`config.mk`:
```
export PLATFORM = sky130hd
export DESIGN_NAME = scc_product
export DESIGN_NICKNAME = d
export VERILOG_FILES = /design/src/rtl/scc_pkg.sv /design/src/rtl/scc_product.sv
export SDC_FILE = /design/constraint.sdc
export NUM_CORES = 2
export LEC_CHECK = 0
export ABC_AREA = 1
export BUFFER_PORTS_ARGS = -buffer_cell sky130_fd_sc_hd__buf_4
export CORE_MARGIN = 2
export CORE_UTILIZATION = 61
export CTS_BUF_LIST = sky130_fd_sc_hd__clkbuf_8
export DETAILED_ROUTE_END_ITERATION = 8
export HOLD_SLACK_MARGIN = 0.1
export PLACE_DENSITY = 0.93
export RECOVER_POWER = 100
export SETUP_SLACK_MARGIN = 0.05
export SYNTH_ARGS = -nofsm -noshare
export SYNTH_HDL_FRONTEND = slang
export SYNTH_SLANG_ARGS = --single-unit
export TNS_END_PERCENT = 1
```
`constraint.sdc`:
```
create_clock -name aclk -period 6.2 [get_ports aclk]
set_input_delay 0.93 -clock aclk [delete_from_list [all_inputs] [get_ports aclk]]
set_output_delay 0.93 -clock aclk [all_outputs]
set_load 0.02 [all_outputs]
```
`src/rtl/scc_pkg.sv`:
```
package scc_pkg;

    // Field and format widths.
    localparam int FIELD_BITS  = 16;
    localparam int ANGLE_BITS  = 16;
    localparam int RADIUS_BITS = 16;
    localparam int RIN_BITS    = (RADIUS_BITS < FIELD_BITS) ? RADIUS_BITS : FIELD_BITS;
    localparam int PHASE_BITS  = 32;
    localparam int STEPS       = 16;
    localparam int CW          = 34;
    localparam int MUL1_BITS   = 2 * FIELD_BITS;
    localparam int PROD_BITS   = 3 * FIELD_BITS;
    localparam int ITEM_BITS   = 3 * FIELD_BITS;

    // Lane numbers inside the rotator.
    localparam int LANE_AZ = 0;
    localparam int LANE_EL = 1;

    typedef logic signed [FIELD_BITS-1:0] samp_t;
    typedef logic signed [CW-1:0]         cw_t;
    typedef logic signed [MUL1_BITS-1:0]  mul1_t;
    typedef logic signed [PROD_BITS-1:0]  prod_t;

    // CORDIC start value (gain-compensated unit vector) in Q2.30.
    localparam cw_t CORDIC_GAIN = 34'sd652032874;

    // Rounding offsets for the Q15 and Q30 products.
    localparam mul1_t ROUND_Q15 = 32'sd16384;
    localparam prod_t ROUND_Q30 = 48'sd536870912;

    // Output saturation bounds, signed radius range.
    localparam prod_t OUT_HI = prod_t'((longint'(1) <<< (RADIUS_BITS - 1)) - 1);
    localparam prod_t OUT_LO = prod_t'(-(longint'(1) <<< (RADIUS_BITS - 1)));

    // Arctangent of 2^-i in units of 2^32 per turn.
    localparam logic [PHASE_BITS-1:0] ATAN_TURN32 [STEPS] = '{
        32'h20000000, 32'h12E4051E, 32'h09FB385B, 32'h051111D4,
        32'h028B0D43, 32'h0145D7E1, 32'h00A2F61E, 32'h00517C55,
        32'h0028BE53, 32'h00145F2F, 32'h000A2F98, 32'h000517CC,
        32'h00028BE6, 32'h000145F3, 32'h0000A2FA, 32'h0000517D
    };

    // One input item, radius in the lowest bits.
    typedef struct packed {
        samp_t elevation_angle;
        samp_t azimuth;
        samp_t radius_in;
    } item_t;

    // One result item, x in the lowest bits.
    typedef struct packed {
        samp_t z_out;
        samp_t y_out;
        samp_t x_out;
    } res_t;

    // Rounded sine and cosine values with the radius that goes with them.
    typedef struct packed {
        samp_t radius;
        samp_t cos_az;
        samp_t sin_az;
        samp_t cos_el;
        samp_t sin_el;
    } trig_t;

    // Saturate a Q2.30 rotator value after rounding to Q1.15.
    function automatic samp_t sat_q15(cw_t v);
        cw_t t;
        t = (v + cw_t'(16384)) >>> 15;
        if (t > cw_t'(32767)) begin
            return samp_t'(16'sh7FFF);
        end else if (t < cw_t'(-32768)) begin
            return samp_t'(16'sh8000);
        end
        return samp_t'(t[FIELD_BITS-1:0]);
    endfunction

    // Saturate a coordinate to the radius range and keep the field bits.
    function automatic samp_t sat_out(prod_t v);
        prod_t t;
        if (v > OUT_HI) begin
            t = OUT_HI;
        end else if (v < OUT_LO) begin
            t = OUT_LO;
        end else begin
            t = v;
        end
        return samp_t'(t[FIELD_BITS-1:0]);
    endfunction

endpackage

```
`src/rtl/scc_product.sv`:
```
module scc_product
    import scc_pkg::*;
(
    input  logic  aclk,
    input  logic  aresetn,
    input  logic  en,
    input  logic  in_valid,
    input  trig_t in_trig,
    output logic  out_valid,
    output res_t  out_res
);

    // First multiply stage: radius times the elevation terms.
    mul1_t pc_reg, pc_next;
    mul1_t ps_reg, ps_next;
    samp_t caz_reg, saz_reg;
    logic  vld1_reg;

    // Second multiply stage: times the azimuth terms, y rounded.
    prod_t px_reg, px_next;
    prod_t pz_reg, pz_next;
    samp_t y_reg, y_next;
    logic  vld2_reg;

    // Output register.
    res_t  res_reg, res_next;
    logic  res_vld_reg;

    assign pc_next = mul1_t'(in_trig.radius) * mul1_t'(in_trig.cos_el);
    assign ps_next = mul1_t'(in_trig.radius) * mul1_t'(in_trig.sin_el);

    always_ff @(posedge aclk) begin
        if (en) begin
            pc_reg  <= pc_next;
            ps_reg  <= ps_next;
            caz_reg <= in_trig.cos_az;
            saz_reg <= in_trig.sin_az;
        end
    end

    assign px_next = prod_t'(pc_reg) * prod_t'(caz_reg);
    assign pz_next = prod_t'(pc_reg) * prod_t'(saz_reg);

    // Round r*sin(el) to radius units and saturate.
    always_comb begin
        mul1_t yr;
        yr     = (ps_reg + ROUND_Q15) >>> 15;
        y_next = sat_out(PROD_BITS'(yr));
    end

    always_ff @(posedge aclk) begin
        if (en) begin
            px_reg <= px_next;
            pz_reg <= pz_next;
            y_reg  <= y_next;
        end
    end

    // Round the Q30 products to radius units and saturate.
    always_comb begin
        res_next.x_out = sat_out((px_reg + ROUND_Q30) >>> 30);
        res_next.y_out = y_reg;
        res_next.z_out = sat_out((pz_reg + ROUND_Q30) >>> 30);
    end

    always_ff @(posedge aclk) begin
        if (en) begin
            res_reg <= res_next;
        end
    end

    // Valid bits follow the data through the three stages.
    always_ff @(posedge aclk) begin
        if (!aresetn) begin
            vld1_reg    <= 1'b0;
            vld2_reg    <= 1'b0;
            res_vld_reg <= 1'b0;
        end else if (en) begin
            vld1_reg    <= in_valid;
            vld2_reg    <= vld1_reg;
            res_vld_reg <= vld2_reg;
        end
    end

    assign out_valid = res_vld_reg;
    assign out_res   = res_reg;

endmodule

```
======== After elaboration in Yosys (flattened, before gate mapping) ========
Cells that the tools add are included.
operators by class
  multiply operators ...................... 4
  order comparisons ....................... 6
  $add $sub $neg .......................... 3
  muxes and demuxes ....................... 3
operators with widths
  kind                      number
  $add A48 B31 Y48 const B  2
  $mul A32 B16 Y48          2
  $mul A16 B16 Y32          2
  $mux W16                  3
  $gt A18 B16 Y1 const B    2
  $lt A18 B16 Y1 const B    2
  $add A32 B16 Y32 const B  1
  $gt A17 B16 Y1 const B    1
  $lt A17 B16 Y1 const B    1
word-level totals
  register bits after elaboration ......... 259

======== Logic depth before layout (Yosys ltp) ========
  depth in word-level cells ............... 3
  mapped depth ............................ 29

======== Worst setup path before layout ========
OpenSTA, ideal clock, no wires.
  path type ............................... input-to-reg
  start ................................... in in_trig[6] (netlist name)
  end ..................................... reg ps_reg[31], data pin
  stages on the path ...................... 21
  library setup time ...................... 0.253 ns
  path buffers ............................ 2
  path slack .............................. -0.090 ns
  arrival time ............................ 6.037 ns
  cells stage by stage .................... clkbuf_1 > clkbuf_1 > nand2_1 > fa_1 > inv_1 > fa_1 > inv_1 > fa_1 > fa_1 > inv_1 > fa_1 > fa_1 > ha_1 > a21oi_1 > o21ai_0 > a21oi_1 > nor2_1 > nor3_1 > nand2_1 > nand2_1 > nand2_1
between the ends
  cells in the longest elaborated chain, start to end .. 1
ends and longest elaborated chain
  what                    RTL line           source
  start: declaration      scc_product.sv:8   input trig_t in_trig,
  $mul A16 B16 Y32        scc_product.sv:30  assign ps_next = mul1_t'(in_trig.radius) * mul1_t'(in_trig.sin_el);
  net ps_next[31]         scc_product.sv:15  mul1_t ps_reg, ps_next;
  end signal: assignment  scc_product.sv:35  ps_reg <= ps_next;
  end: declaration        scc_product.sv:15
The timed path passes the listed nets, and every way through them passes these cells.
A chain may end at the register's enable or synchronous reset.

======== Worst setup path after layout ========
  start ................................... reg pc_reg[31]
  end ..................................... reg pz_reg[45], data pin
between the ends
  cells in the longest elaborated chain, start to end .. 1
ends and longest elaborated chain
  what                      RTL line           source
  start: declaration        scc_product.sv:14  mul1_t pc_reg, pc_next;
  start signal: assignment  scc_product.sv:34  pc_reg <= pc_next;
  $mul A32 B16 Y48          scc_product.sv:42  assign pz_next = prod_t'(pc_reg) * prod_t'(saz_reg);
  net pz_next[45]           scc_product.sv:21  prod_t pz_reg, pz_next;
  end signal: assignment    scc_product.sv:54  pz_reg <= pz_next;
  end: declaration          scc_product.sv:21
The timed path passes the listed nets, and every way through them passes these cells.

==> flow_summary_export.csv <==
group,metric,value,unit
run_status,outcome,"complete, but fails checks",
run_status,failed_checks,"DRC, capacitance limit, slew limit",
sta,timing.hold.ws,0.421,ns
global_route,grtUsageMet2,61.1,%
setup_path,startpoint_type,"flop",
global_route,antenna_found_initial,4,
place,post-place-ws,-0.187,ns
place,dp_hpwl,150000,um
die,core_area,0.106,mm^2
worst_hold_path,worstHoldPathType,"reg2reg",
clocking,insertion_delay,0.68,ns
setup_path,arrival,6.54,ns
setup_path,worstSetupEndpointType,"flop",
routing,wirelength,185000,um
global_route,grt_max_degree,117,
setup_path,crit_slowest_cell,"fa_2",
routing,antenna_left,0,
sta,finalWorstSetupSlack,0.0609,ns
finish,fillers,7530,
global_route,grt-ovfl-total,0,
sta,finalClockSkew,0.0702,ns
synth,syn_inst,8195,
synth,async_reset_ff_share,0,%
synth,synthTopCellsByCount,"inv_1, nand2_1, fa_1",
sta,rsz0062_at_grt,"true",
finish,nets,10300,
sta,fmax,163,MHz
setup_path,critPathMaxStageDelay,0.60,ns
clocking,numCtsBuffers,17,
finish,stdcell_count,9790,
global_route,grt_use_total,35.2,%
setup_path,path_max_fanout,12,
sta,final.min_clock_period,6.14,ns
sta,fin_setup_tns,0,ns
global_route,grtUsageMet3,8.19,%
synth,ys_ff_latch,187,
synth,yosys.area.top_type,"fa_1",
die,die_area,0.109,mm^2
finish,syn_to_final_growth,8.40,%
routing,viasPerCell,5.59,
routing,drt_iter0_markers,5502,
worst_hold_path,hold_depth,0,
sta,finalMaxSlewViolations,73,
setup_path,worst-path-stages,21,
synth,synthFlopType,"edfxtp_1",
synth,syn_nets,10200,
setup_path,path_class,"reg2reg",
routing,firstDrtPassIters,9,
sta,hold_viol,0,
clocking,cts.sinks,187,
synth,yosysSeqAreaShare,8.58,%
clocking,cts_root_buf,"clkbuf_8",
synth,synth_area,0.0651,mm^2
routing,avgRoutedWirePerCell,18.9,um
finish,drive_gt1_share,6.73,%
sta,period_share,99.0,%
setup_path,cp_num_buf_inv,6,
synth,synth.distinct_cells,49,
clocking,holdBufCountCts,0,
global_route,grt_pass1_vias,61700,
synth,synth_most_common_cell,"inv_1",
sta,slew_headroom,-221,%
die,top_level_ports,133,
place,port_buffers,132,
clocking,cts_buffer_depth,2,
routing,drc,9,
global_route,top_usage_layer,"met2",
synth,synth_area_leaders,"fa_1, inv_1, nand2_1, edfxtp_1, ha_1",
global_route,grt_pass1_wl,299000,um
setup_path,worstPathCellList,"buf_4, buf_12, nand2_1, inv_1, fa_2, buf_4, fa_2, buf_12, fa_1, fa_1, fa_1, fa_1, ha_1, nand2_1, nor2_1, nand4_1, nor2_2, nor2_1, buf_4, nand4_1, nand2_1",
setup_path,crit_top_cell,"fa_1",
synth,synth_edf_count,184,
sta,worstMarginPinSlew,4.82,ns
flow_run,maxCapViolCount,1,
place,gp_congestion,1.00,
global_route,grt.met1_usage,37.2,%
synth,synth_area_per_cell,7.94,um^2
place,place_inst,9731,
die,rows,119,
synth,synth_top_area_share,45.9,%
setup_path,cp.required,6.60,ns
sta,finalSetupViolations,0,
setup_path,crit_family,"adder cells",
clocking,clk_pin_slew,0.14,ns
synth,ys_warn_count,0,
die,start_util,61.7,%
clocking,htreeDepth,4,
die,die_w,331,um
die,die_h,331,um
clocking,cts_tree,"built",
finish,largest_reg_flops,48,
routing,vias,54700,
setup_path,r2r.worst_path.cells,21,
worst paths after layout:
kind	startpoint	to	slack, ns
min	y_reg[4]$_SDFFCE_PN1P_	out_res[20]$_DFFE_PP_	0.42
max reg2reg	pc_reg[31]$_DFFE_PP_	pz_reg[45]$_DFFE_PP_	0.06
max	pc_reg[31]$_DFFE_PP_	pz_reg[45]$_DFFE_PP_	0.06
min reg2reg	y_reg[4]$_SDFFCE_PN1P_	out_res[20]$_DFFE_PP_	0.42
what timing repair did:
item | 4_1_cts | 5_1_grt
resized for setup | 3 | 123
pin swaps | 0 | 18
gates cloned | 0 | 1
setup buffers | 2 | 20
setup endpoints to repair | 7 | 38
layout make-up:
type                            count  area (um^2)  share of cell area [%]
Antenna cell                        4         10.0                  0.0142
Tap cell                         1391         1740                    2.47
Multi-Input combinational cell   5085        48800                    69.2
Timing Repair Buffer              475         4130                    5.85
Sequential cell                   187         5590                    7.91
Clock inverter                     15          221                   0.314
Inverter                         2616         9820                    13.9
Clock buffer                       17          234                   0.332
cells in the final DEF (no fill, tap or decap), drive strengths merged, types with 7 or more instances in the layout:
cell and instances:
nor2 336, xor2 79, inv 2625, nand4 55, clkbuf 113, a31oi 10
o21a 8, xnor2 44, nand3 125, o21bai 15, a21boi 7, or2 13
buf 379, o21ai 142, a21oi 181, edfxtp 184, nor3 43, a21o 17
ha 386, nand2 2111, fa 1493
metrics by stage:
step	cell area [um^2]	util, %
floorplan	65100	-
global placement	69800	66.1
detailed placement	69800	66.1
CTS	70300	66.6
global route	70600	66.9
finish	70600	66.9
logic make-up after synthesis:
family          share of synthesized area [%]
buf+inv                                  16.9
simple gates                             16.3
fa+ha+maj                                53.3
compound gates                           3.23
flops                                    8.58
xor+xnor                                 1.67
metal layers:
metal	vias to the layer above	wire length (um)
li1	23400	-
met1	26300	57900
met2	3602	91600
met3	1454	18800
met4	0	16900
met5	-	0
worst register-to-register path, stage by stage, from the launching register on:
cell and delay, ns:
edfxtp_1 0.42, buf_4 0.16, buf_12 0.16, nand2_1 0.10, inv_1 0.09, fa_2 0.50
buf_4 0.17, fa_2 0.60, buf_12 0.15, fa_1 0.46, fa_1 0.57, fa_1 0.45
fa_1 0.47, ha_1 0.41, nand2_1 0.11, nor2_1 0.29, nand4_1 0.23, nor2_2 0.19
nor2_1 0.09, buf_4 0.14, nand4_1 0.08, nand2_1 0.08
Power is left out: the tool's default activity adds up to more than one toggle a clock period on the data nets, which glitch-free logic cannot reach.
